==> config.mk <==
export PLATFORM = sky130hd
export DESIGN_NAME = double_hash_open_address_table
export DESIGN_NICKNAME = d
export VERILOG_FILES = /design/src/sv/dhtab_pkg.sv /design/src/sv/dhtab_ram.sv /design/src/sv/dhtab_dp.sv /design/src/sv/dhtab_ctrl.sv /design/src/sv/double_hash_open_address_table.sv
export SDC_FILE = /design/constraint.sdc
export NUM_CORES = 1
export LEC_CHECK = 0
export ABC_CLOCK_PERIOD_IN_PS = 8400
export BUFFER_PORTS_ARGS = -buffer_cell sky130_fd_sc_hd__buf_2
export CAP_MARGIN = 20
export CORE_MARGIN = 2
export CORE_UTILIZATION = 40
export CTS_CLUSTER_SIZE = 8
export DETAILED_ROUTE_END_ITERATION = 10
export GPL_TIMING_DRIVEN = 0
export PLACE_DENSITY = 0.66
export SKIP_CTS_REPAIR_TIMING = 1
export SYNTH_ARGS = -nofsm -noshare
export SYNTH_HDL_FRONTEND = slang
export SYNTH_HIERARCHICAL = 1
export SYNTH_SLANG_ARGS = --single-unit
==> constraint.sdc <==
create_clock -name clk -period 8.4 [get_ports clk]
set_input_delay 1.68 -clock clk [delete_from_list [all_inputs] [get_ports clk]]
set_output_delay 1.68 -clock clk [all_outputs]
set_load 0.03 [all_outputs]
==> src/sv/dhtab_pkg.sv <==
// shared types, codes and constants of the double hash table
`timescale 1ns / 1ps

package dhtab_pkg;

  // default geometry
  localparam int TABLE_SIZE_DEF   = 13;
  localparam int STEP_MODULUS_DEF = 11;

  // field widths
  localparam int OP_W     = 2;
  localparam int KEY_W    = 31;
  localparam int STATUS_W = 2;
  localparam int SLOT_W   = 4;

  // key is reduced one digit per cycle, msb first
  localparam int DIG_W   = 4;
  localparam int KEY_CYC = (KEY_W + DIG_W - 1) / DIG_W;
  localparam int SRC_W   = KEY_CYC * DIG_W;

  // operation codes
  localparam logic [OP_W-1:0] OP_INSERT = 2'd0;
  localparam logic [OP_W-1:0] OP_SEARCH = 2'd1;
  localparam logic [OP_W-1:0] OP_DELETE = 2'd2;

  // status codes
  localparam logic [STATUS_W-1:0] ST_OK   = 2'd0;
  localparam logic [STATUS_W-1:0] ST_MISS = 2'd1;
  localparam logic [STATUS_W-1:0] ST_FULL = 2'd2;

  typedef struct packed {
    logic [OP_W-1:0]  operation;
    logic [KEY_W-1:0] key;
  } in_beat_t;

  typedef struct packed {
    logic [STATUS_W-1:0] status;
    logic [SLOT_W-1:0]   slot;
  } out_beat_t;

  // controller to datapath
  typedef struct packed {
    logic start;
    logic hash;
    logic step_load;
    logic step_run;
    logic issue;
    logic eval;
    logic clear;
    logic out_load;
  } cmd_t;

  // datapath to controller
  typedef struct packed {
    logic hit;
  } sts_t;

  typedef enum logic [7:0] {
    S_CLEAR   = 8'b0000_0001,
    S_IDLE    = 8'b0000_0010,
    S_HASH    = 8'b0000_0100,
    S_STEP_LD = 8'b0000_1000,
    S_STEP    = 8'b0001_0000,
    S_PROBE   = 8'b0010_0000,
    S_DRAIN   = 8'b0100_0000,
    S_FINISH  = 8'b1000_0000
  } ctrl_state_t;

endpackage

==> src/sv/dhtab_ram.sv <==
// generic simple dual port ram with registered read
`timescale 1ns / 1ps

module dhtab_ram #(
  parameter int WIDTH = dhtab_pkg::KEY_W + 1,
  parameter int DEPTH = dhtab_pkg::TABLE_SIZE_DEF
) (
  input  logic                     clk,
  input  logic                     we,
  input  logic [$clog2(DEPTH)-1:0] waddr,
  input  logic [WIDTH-1:0]         wdata,
  input  logic [$clog2(DEPTH)-1:0] raddr,
  output logic [WIDTH-1:0]         rdata
);

  logic [WIDTH-1:0] mem_r [DEPTH];
  logic [WIDTH-1:0] rdata_r;

  // one write and one registered read per cycle
  always_ff @(posedge clk) begin
    if (we) begin
      mem_r[waddr] <= wdata;
    end
    rdata_r <= mem_r[raddr];
  end

  assign rdata = rdata_r;

endmodule

==> src/sv/dhtab_dp.sv <==
// datapath: key reduction, probe address walk, slot memory and result registers
`timescale 1ns / 1ps

module dhtab_dp #(
  parameter int TABLE_SIZE   = dhtab_pkg::TABLE_SIZE_DEF,
  parameter int STEP_MODULUS = dhtab_pkg::STEP_MODULUS_DEF
) (
  input  logic                 clk,
  input  logic                 rst_n,
  input  dhtab_pkg::in_beat_t  in_data,
  input  dhtab_pkg::cmd_t      cmd,
  output dhtab_pkg::sts_t      sts,
  output dhtab_pkg::out_beat_t out_data
);

  localparam int IDX_W  = $clog2(TABLE_SIZE);
  localparam int SM_W   = $clog2(STEP_MODULUS);
  localparam int SV_W   = $clog2(STEP_MODULUS + 1);
  localparam int SB_CYC = (SV_W + dhtab_pkg::DIG_W - 1) / dhtab_pkg::DIG_W;
  localparam int ENT_W  = dhtab_pkg::KEY_W + 1;
  localparam int SRC_W  = dhtab_pkg::SRC_W;
  localparam int DIG_W  = dhtab_pkg::DIG_W;

  localparam logic [IDX_W:0]   T_EXT    = (IDX_W + 1)'(TABLE_SIZE);
  localparam logic [SM_W:0]    S_EXT    = (SM_W + 1)'(STEP_MODULUS);
  localparam logic [IDX_W-1:0] LAST_POS = IDX_W'(TABLE_SIZE - 1);

  logic [dhtab_pkg::OP_W-1:0]  op_r,   op_nxt;
  logic [dhtab_pkg::KEY_W-1:0] key_r,  key_nxt;
  logic [SRC_W-1:0]            src_r,  src_nxt;
  logic [IDX_W-1:0]            home_r, home_nxt;
  logic [SM_W-1:0]             ms_r,   ms_nxt;
  logic [IDX_W-1:0]            step_r, step_nxt;
  logic [IDX_W-1:0]            pos_r,  pos_nxt;
  logic [IDX_W-1:0]            addr_d_r;
  logic                        rd_pend_r;
  dhtab_pkg::out_beat_t        res_r,  res_nxt;
  dhtab_pkg::out_beat_t        out_r,  out_nxt;

  logic [IDX_W:0]   h_w;
  logic [IDX_W-1:0] h_acc;
  logic [SM_W:0]    m_w;
  logic [SM_W-1:0]  m_acc;
  logic [IDX_W:0]   s_w;
  logic [IDX_W-1:0] s_acc;
  logic [IDX_W:0]   p_w;
  logic [IDX_W-1:0] pos_adv;
  logic [SV_W-1:0]  step_val;

  logic             ram_we;
  logic [IDX_W-1:0] ram_waddr;
  logic [ENT_W-1:0] ram_wdata;
  logic [ENT_W-1:0] ram_rdata;
  logic             ent_valid;
  logic             key_match;
  logic             hit;

  // one digit of restoring remainder for each running modulus
  always_comb begin
    h_acc = home_r;
    m_acc = ms_r;
    s_acc = step_r;
    h_w   = '0;
    m_w   = '0;
    s_w   = '0;
    for (int b = 0; b < DIG_W; b++) begin
      h_w = {h_acc, src_r[SRC_W-1-b]};
      if (h_w >= T_EXT) begin
        h_w = h_w - T_EXT;
      end
      h_acc = h_w[IDX_W-1:0];
      m_w = {m_acc, src_r[SRC_W-1-b]};
      if (m_w >= S_EXT) begin
        m_w = m_w - S_EXT;
      end
      m_acc = m_w[SM_W-1:0];
      s_w = {s_acc, src_r[SRC_W-1-b]};
      if (s_w >= T_EXT) begin
        s_w = s_w - T_EXT;
      end
      s_acc = s_w[IDX_W-1:0];
    end
  end

  // next probe position, modulo table size
  always_comb begin
    p_w = {1'b0, pos_r} + {1'b0, step_r};
    if (p_w >= T_EXT) begin
      p_w = p_w - T_EXT;
    end
    pos_adv = p_w[IDX_W-1:0];
  end

  assign step_val = SV_W'(ms_r) + SV_W'(1);

  // compare the entry read for the previous probe
  assign ent_valid = ram_rdata[ENT_W-1];
  assign key_match = ent_valid && (ram_rdata[ENT_W-2:0] == key_r);
  assign hit = cmd.eval && rd_pend_r &&
               (((op_r == dhtab_pkg::OP_INSERT) && !ent_valid) ||
                (((op_r == dhtab_pkg::OP_SEARCH) || (op_r == dhtab_pkg::OP_DELETE)) &&
                 key_match));

  assign sts.hit = hit;

  // slot memory writes: clearing pass, insert and delete
  always_comb begin
    ram_we    = 1'b0;
    ram_waddr = addr_d_r;
    ram_wdata = '0;
    if (cmd.clear) begin
      ram_we    = 1'b1;
      ram_waddr = pos_r;
    end else if (hit && (op_r == dhtab_pkg::OP_INSERT)) begin
      ram_we    = 1'b1;
      ram_wdata = {1'b1, key_r};
    end else if (hit && (op_r == dhtab_pkg::OP_DELETE)) begin
      ram_we    = 1'b1;
    end
  end

  dhtab_ram #(
    .WIDTH (ENT_W),
    .DEPTH (TABLE_SIZE)
  ) u_ram (
    .clk   (clk),
    .we    (ram_we),
    .waddr (ram_waddr),
    .wdata (ram_wdata),
    .raddr (pos_r),
    .rdata (ram_rdata)
  );

  // register next values
  always_comb begin
    op_nxt   = op_r;
    key_nxt  = key_r;
    src_nxt  = src_r;
    home_nxt = home_r;
    ms_nxt   = ms_r;
    step_nxt = step_r;
    pos_nxt  = pos_r;
    res_nxt  = res_r;
    out_nxt  = out_r;
    // capture the accepted beat, key zero-extended to whole digits
    if (cmd.start) begin
      op_nxt   = in_data.operation;
      key_nxt  = in_data.key;
      src_nxt  = SRC_W'(in_data.key);
      home_nxt = '0;
      ms_nxt   = '0;
      res_nxt.status = (in_data.operation == dhtab_pkg::OP_INSERT) ?
                       dhtab_pkg::ST_FULL : dhtab_pkg::ST_MISS;
      res_nxt.slot   = '0;
    end
    // key mod table size and key mod step modulus
    if (cmd.hash) begin
      src_nxt  = src_r << DIG_W;
      home_nxt = h_acc;
      ms_nxt   = m_acc;
    end
    // load the step for reduction and start the walk at home
    if (cmd.step_load) begin
      src_nxt  = SRC_W'(step_val) << (SRC_W - SB_CYC * DIG_W);
      step_nxt = '0;
      pos_nxt  = home_r;
    end
    if (cmd.step_run) begin
      src_nxt  = src_r << DIG_W;
      step_nxt = s_acc;
    end
    if (cmd.issue) begin
      pos_nxt = pos_adv;
    end
    // clearing pass walks every slot once
    if (cmd.clear) begin
      pos_nxt = (pos_r == LAST_POS) ? '0 : pos_r + IDX_W'(1);
    end
    if (hit) begin
      res_nxt.status = dhtab_pkg::ST_OK;
      res_nxt.slot   = dhtab_pkg::SLOT_W'(addr_d_r);
    end
    if (cmd.out_load) begin
      out_nxt = res_r;
    end
  end

  // control registers
  always_ff @(posedge clk) begin
    if (!rst_n) begin
      pos_r     <= '0;
      rd_pend_r <= 1'b0;
    end else begin
      pos_r     <= pos_nxt;
      rd_pend_r <= cmd.issue;
    end
  end

  // payload registers
  always_ff @(posedge clk) begin
    op_r     <= op_nxt;
    key_r    <= key_nxt;
    src_r    <= src_nxt;
    home_r   <= home_nxt;
    ms_r     <= ms_nxt;
    step_r   <= step_nxt;
    addr_d_r <= pos_r;
    res_r    <= res_nxt;
    out_r    <= out_nxt;
  end

  assign out_data = out_r;

endmodule

==> src/sv/dhtab_ctrl.sv <==
// controller: sequences clearing, key reduction, probing and result handoff
`timescale 1ns / 1ps

module dhtab_ctrl #(
  parameter int TABLE_SIZE   = dhtab_pkg::TABLE_SIZE_DEF,
  parameter int STEP_MODULUS = dhtab_pkg::STEP_MODULUS_DEF
) (
  input  logic            clk,
  input  logic            rst_n,
  input  logic            in_valid,
  output logic            in_stall,
  output logic            out_valid,
  input  logic            out_stall,
  output dhtab_pkg::cmd_t cmd,
  input  dhtab_pkg::sts_t sts
);

  localparam int SV_W    = $clog2(STEP_MODULUS + 1);
  localparam int SB_CYC  = (SV_W + dhtab_pkg::DIG_W - 1) / dhtab_pkg::DIG_W;
  localparam int CNT_TOP = (TABLE_SIZE > dhtab_pkg::KEY_CYC) ?
                           TABLE_SIZE : dhtab_pkg::KEY_CYC;
  localparam int CNT_W   = $clog2(CNT_TOP);

  localparam logic [CNT_W-1:0] CNT_TBL_LAST  = CNT_W'(TABLE_SIZE - 1);
  localparam logic [CNT_W-1:0] CNT_KEY_LAST  = CNT_W'(dhtab_pkg::KEY_CYC - 1);
  localparam logic [CNT_W-1:0] CNT_STEP_LAST = CNT_W'(SB_CYC - 1);

  dhtab_pkg::ctrl_state_t state_r, state_nxt;
  logic [CNT_W-1:0]       cnt_r,   cnt_nxt;
  logic                   out_valid_r, out_valid_nxt;
  logic                   out_free;

  assign out_free = !out_valid_r || !out_stall;

  // state machine
  always_comb begin
    state_nxt     = state_r;
    cnt_nxt       = cnt_r;
    out_valid_nxt = out_valid_r && out_stall;
    cmd           = '0;
    case (state_r)
      dhtab_pkg::S_CLEAR: begin
        cmd.clear = 1'b1;
        if (cnt_r == CNT_TBL_LAST) begin
          cnt_nxt   = '0;
          state_nxt = dhtab_pkg::S_IDLE;
        end else begin
          cnt_nxt = cnt_r + CNT_W'(1);
        end
      end
      dhtab_pkg::S_IDLE: begin
        if (in_valid) begin
          cmd.start = 1'b1;
          cnt_nxt   = '0;
          state_nxt = dhtab_pkg::S_HASH;
        end
      end
      dhtab_pkg::S_HASH: begin
        cmd.hash = 1'b1;
        if (cnt_r == CNT_KEY_LAST) begin
          cnt_nxt   = '0;
          state_nxt = dhtab_pkg::S_STEP_LD;
        end else begin
          cnt_nxt = cnt_r + CNT_W'(1);
        end
      end
      dhtab_pkg::S_STEP_LD: begin
        cmd.step_load = 1'b1;
        state_nxt     = dhtab_pkg::S_STEP;
      end
      dhtab_pkg::S_STEP: begin
        cmd.step_run = 1'b1;
        if (cnt_r == CNT_STEP_LAST) begin
          cnt_nxt   = '0;
          state_nxt = dhtab_pkg::S_PROBE;
        end else begin
          cnt_nxt = cnt_r + CNT_W'(1);
        end
      end
      dhtab_pkg::S_PROBE: begin
        cmd.issue = 1'b1;
        cmd.eval  = 1'b1;
        if (sts.hit) begin
          state_nxt = dhtab_pkg::S_FINISH;
        end else if (cnt_r == CNT_TBL_LAST) begin
          state_nxt = dhtab_pkg::S_DRAIN;
        end else begin
          cnt_nxt = cnt_r + CNT_W'(1);
        end
      end
      dhtab_pkg::S_DRAIN: begin
        cmd.eval  = 1'b1;
        state_nxt = dhtab_pkg::S_FINISH;
      end
      dhtab_pkg::S_FINISH: begin
        if (out_free) begin
          cmd.out_load  = 1'b1;
          out_valid_nxt = 1'b1;
          state_nxt     = dhtab_pkg::S_IDLE;
        end
      end
      default: begin
        state_nxt = dhtab_pkg::S_IDLE;
      end
    endcase
  end

  always_ff @(posedge clk) begin
    if (!rst_n) begin
      state_r     <= dhtab_pkg::S_CLEAR;
      cnt_r       <= '0;
      out_valid_r <= 1'b0;
    end else begin
      state_r     <= state_nxt;
      cnt_r       <= cnt_nxt;
      out_valid_r <= out_valid_nxt;
    end
  end

  assign in_stall  = (state_r != dhtab_pkg::S_IDLE);
  assign out_valid = out_valid_r;

endmodule

==> src/sv/double_hash_open_address_table.sv <==
// top level of the double hash open addressing table
//
//   channel  dir  handshake           beat
//   in_      in   in_valid/in_stall   operation, key
//   out_     out  out_valid/out_stall status, slot
//
// an item runs from accept through key reduction, step reduction, probing of up to TABLE_SIZE
// slots and result handoff; a search, insert or delete that hits early ends sooner.
// the time per item is set by the key reduction (four key bits a cycle) and the single read port
// of the slot memory, which gives one probe a cycle.
// after reset a clearing pass empties every slot, with in_stall high.
// a finished result waits in the output register; the next item is accepted meanwhile.
`timescale 1ns / 1ps

module double_hash_open_address_table #(
  parameter int TABLE_SIZE   = dhtab_pkg::TABLE_SIZE_DEF,
  parameter int STEP_MODULUS = dhtab_pkg::STEP_MODULUS_DEF
) (
  input  logic                 clk,
  input  logic                 rst_n,
  input  logic                 in_valid,
  output logic                 in_stall,
  input  dhtab_pkg::in_beat_t  in_data,
  output logic                 out_valid,
  input  logic                 out_stall,
  output dhtab_pkg::out_beat_t out_data
);

  dhtab_pkg::cmd_t cmd;
  dhtab_pkg::sts_t sts;

  // sequencer
  dhtab_ctrl #(
    .TABLE_SIZE   (TABLE_SIZE),
    .STEP_MODULUS (STEP_MODULUS)
  ) u_ctrl (
    .clk       (clk),
    .rst_n     (rst_n),
    .in_valid  (in_valid),
    .in_stall  (in_stall),
    .out_valid (out_valid),
    .out_stall (out_stall),
    .cmd       (cmd),
    .sts       (sts)
  );

  // hashing, probing and slot storage
  dhtab_dp #(
    .TABLE_SIZE   (TABLE_SIZE),
    .STEP_MODULUS (STEP_MODULUS)
  ) u_dp (
    .clk      (clk),
    .rst_n    (rst_n),
    .in_data  (in_data),
    .cmd      (cmd),
    .sts      (sts),
    .out_data (out_data)
  );

endmodule

==> results by group <==
Run status
  – Status: completed

Routing
  – Vias: 13.9k
  – Wire per inst: 23.7 µm
  – Residual DRC count: 0
  – Final wirelength: 57600 µm
  – Drt pass-1 iters: 5
  – Post-DRT Antenna Nets: 0
  – Via/cell ratio: 5.71
  – Number of DRC markers in iteration 0: 1181

Die
  – Full die area: 61000 µm²
  – Row count: 89
  – Die width: 247 µm
  – Core area: 58700 µm²
  – Io pins: 45
  – Initial Utilization: 40.3%
  – Die Y: 247 µm

STA
  – Slew Viols, Final: 0
  – Fmax: 193 MHz
  – Worst Hold Slack: 0.415 ns
  – Minimum clock period: 5.19 ns
  – Final setup violation count: 0
  – Worst slew pin tran: 1.15 ns
  – Final Cycle Share: 61.8%
  – Clk_skew: 0.0330 ns
  – RSZ-0062 raised after global routing: false
  – Final hold vios: 0
  – Slew margin rel.: 23.6%

GRT
  – Number of global-route vias before repair: 14.0k
  – Initial antenna violation count: 7
  – Grt total ovfl: 0
  – Largest net degree at the start of global routing: 34
  – First-pass GRT wire length: 86600 µm
  – Total GRT Usage: 19.4%

Clock tree
  – Latest clock arrival within the worst-skew pair: 0.62 ns
  – Root Buffer: clkbuf_16
  – Clock sink count: 559
  – TritonCTS clock tree: yes
  – TritonCTS Buffers: 80
  – Worst-path clk slew: 0.05 ns
  – H-tree depth: 3
  – CTS Buffer Depth: 3

Critical path
  – Worst Path Max Fanout: 22
  – CP Capture Type: register
  – Biggest cell delay along the critical path: 0.92 ns
  – FF-to-FF setup slack: 3.21 ns
  – CP Launch Type: register
  – Setup Crit Path Kind: reg2reg
  – R2R depth: 10
  – Worst path slowest cell: clkbuf_1
  – Worst path cell trace: xnor2_1, nand4_1, nor4_1, nand4_1, o21ai_0, and3_1, clkbuf_1, nor3b_1, clkbuf_1, and2_1
  – Arr. time, crit path: 5.57 ns
  – Worst path required time: 8.77 ns

Logic synthesis
  – Gate Count Post-Synth: 1442
  – Mean Syn Cell Area: 16.4 µm²
  – Syn_nets: 1502
  – Flops & latches, synth: 559
  – Ys async rst share: 0%
  – Post-synth EDFFs: 499
  – Synth Flop Type: edfxtp_1
  – Count of warnings emitted by yosys: 6
  – Sequential area share after synthesis: 68.5%
  – Post-synth cell types: 100
  – Synth Cell Area: 23600 µm²

Power and ir drop
  – Leakage power: 8.68 nW
  – PD cells: 307 nW/µm²
  – Max VDD drop: 177 µV

Hold path
  – Worst hold stages: 0
  – HP Class: reg2reg

Final layout
  – Layout area overhead: 17.4%
  – Final core utilization: 47.3%
  – Most common cell after layout, fill and taps aside: edfxtp_1
  – Fin nets: 1654
  – Commonest cells after routing, fill and taps aside: edfxtp_1 (499), mux4_2 (96), clkbuf_1 (85), clkbuf_16 (80), a21oi_1 (68)
  – Fraction of layout cells with a size suffix above 1: 22.2%

Place
  – Routability cong.: 0.868
  – IO Port Bufs: 44
  – DPL Wire Length: 38300 µm

Job
  – Max Cap Viol: 0
==> cell type report <==
cell class | instances | area, µm²
sequential | 559 | 16200
multi-input combinational | 780 | 6990
inverter | 33 | 124
buffer | 70 | 413
clock inverter | 8 | 153
clock buffer | 139 | 2230
antenna | 1 | 2.50
fill | 4876 | 31000
tap | 773 | 967
timing repair buffer | 70 | 662
==> logic make-up after synthesis <==
| logic type | after synthesis | share of synthesized area [%] |
|---|---|---|
| buf+inv | 103 | 2.27 |
| xor+xnor | 42 | 1.59 |
| mux | 152 | 11.6 |
| compound gates | 292 | 8.50 |
| simple gates | 270 | 6.19 |
| flops | 559 | 68.5 |
| fa+ha+maj | 24 | 1.29 |
==> layer usage <==
metal  up-vias  global-route usage, %  wire, µm
li1       6062                      -         -
met1      7093                   26.4     24000
met2       593                   30.8     26900
met3       129                   4.47      4980
met4        12                   6.29      1580
met5         -                      0        78
==> stage by stage <==
step / power (W) / cell area (µm²) / instances / worst slack [ns] / TNS [ns]
after global placement: 0.00541 / 24800 / 2259 / -0.225 / -13.50
final: 0.00850 / 27700 / 2433 / 3.21 / 0
after detailed placement: 0.00554 / 25300 / 2285 / 3.37 / 0
after CTS: 0.00857 / 27700 / 2432 / 3.31 / 0
after global routing: 0.00884 / 27700 / 2432 / 3.11 / 0
after floorplan: 0.00486 / 23600 / 1442 / 3.30 / 0
==> state kept, by name, summed over array words and instances, names as in the netlist, 6 cells and up <==
name and cells:
u_ctrl/state_r 8, u_dp/key_r 31, u_dp/out_data 6, u_dp/res_r 6
u_dp/src_r 32, u_dp/u_ram/mem_r 416, u_dp/u_ram/rdata 32
==> worst max-delay path, delay by kind of cell, from the launching register on <==
family	cells	cell delay (ns)
simple gates	6	2.58
buf+inv	2	1.37
xor+xnor	1	0.40
flops	1	0.39
compound gates	1	0.20
==> synthesized netlist by cell type (5+ instances only) <==
master,n,share of area (%)
a21oi_1,68,1.4
a22oi_1,21,0.67
nor3_1,19,0.40
dfxtp_1,60,5.1
edfxtp_1,499,63
mux2_2,6,0.29
o21ai_0,51,1.1
clkbuf_1,27,0.43
a21o_1,9,0.29
mux4_2,96,9.2
a211oi_1,10,0.32
nand3_1,14,0.30
nor3b_1,5,0.16
o211ai_1,5,0.16
mux2i_1,46,1.9
ha_1,22,1.2
nand2_1,60,0.95
nor2b_1,7,0.19
xor2_1,12,0.44
buf_4,12,0.38
o31ai_1,5,0.16
a2bb2oi_1,5,0.19
o22ai_1,37,0.98
or2_2,9,0.24
or3_1,6,0.16
nand4_1,7,0.19
nor2_1,49,0.78
nand2b_1,17,0.45
buf_2,22,0.47
buf_6,6,0.29
nor4_1,9,0.24
nand3b_1,5,0.16
inv_1,32,0.51
a31oi_1,9,0.24
and2_1,39,1.0
o21a_1,6,0.19
o21ai_1,5,0.11
xnor2_1,29,1.1
==> final timing paths <==
check | startpoint | end
worst max-delay path | u_dp/key_r[14]$_DFFE_PP_ | u_dp/u_ram/mem_r[8][29]$_DFFE_PP_
worst min-delay path | u_dp/res_r[0]$_SDFFCE_PN0P_ | u_dp/out_data[0]$_DFFE_PP_
worst max register to register | u_dp/key_r[14]$_DFFE_PP_ | u_dp/u_ram/mem_r[8][29]$_DFFE_PP_
worst min register to register | u_dp/res_r[0]$_SDFFCE_PN0P_ | u_dp/out_data[0]$_DFFE_PP_
==> report_power, final <==
part | switching (W) | leakage, nW | internal [W]
Combinational | 0.00104 | 2.88 | 0.000774
Sequential | 0.000151 | 4.67 | 0.00353
Clock | 0.00117 | 1.13 | 0.00184
Total | 0.00237 | 8.68 | 0.00614
(Power assumes the default switching activity.)
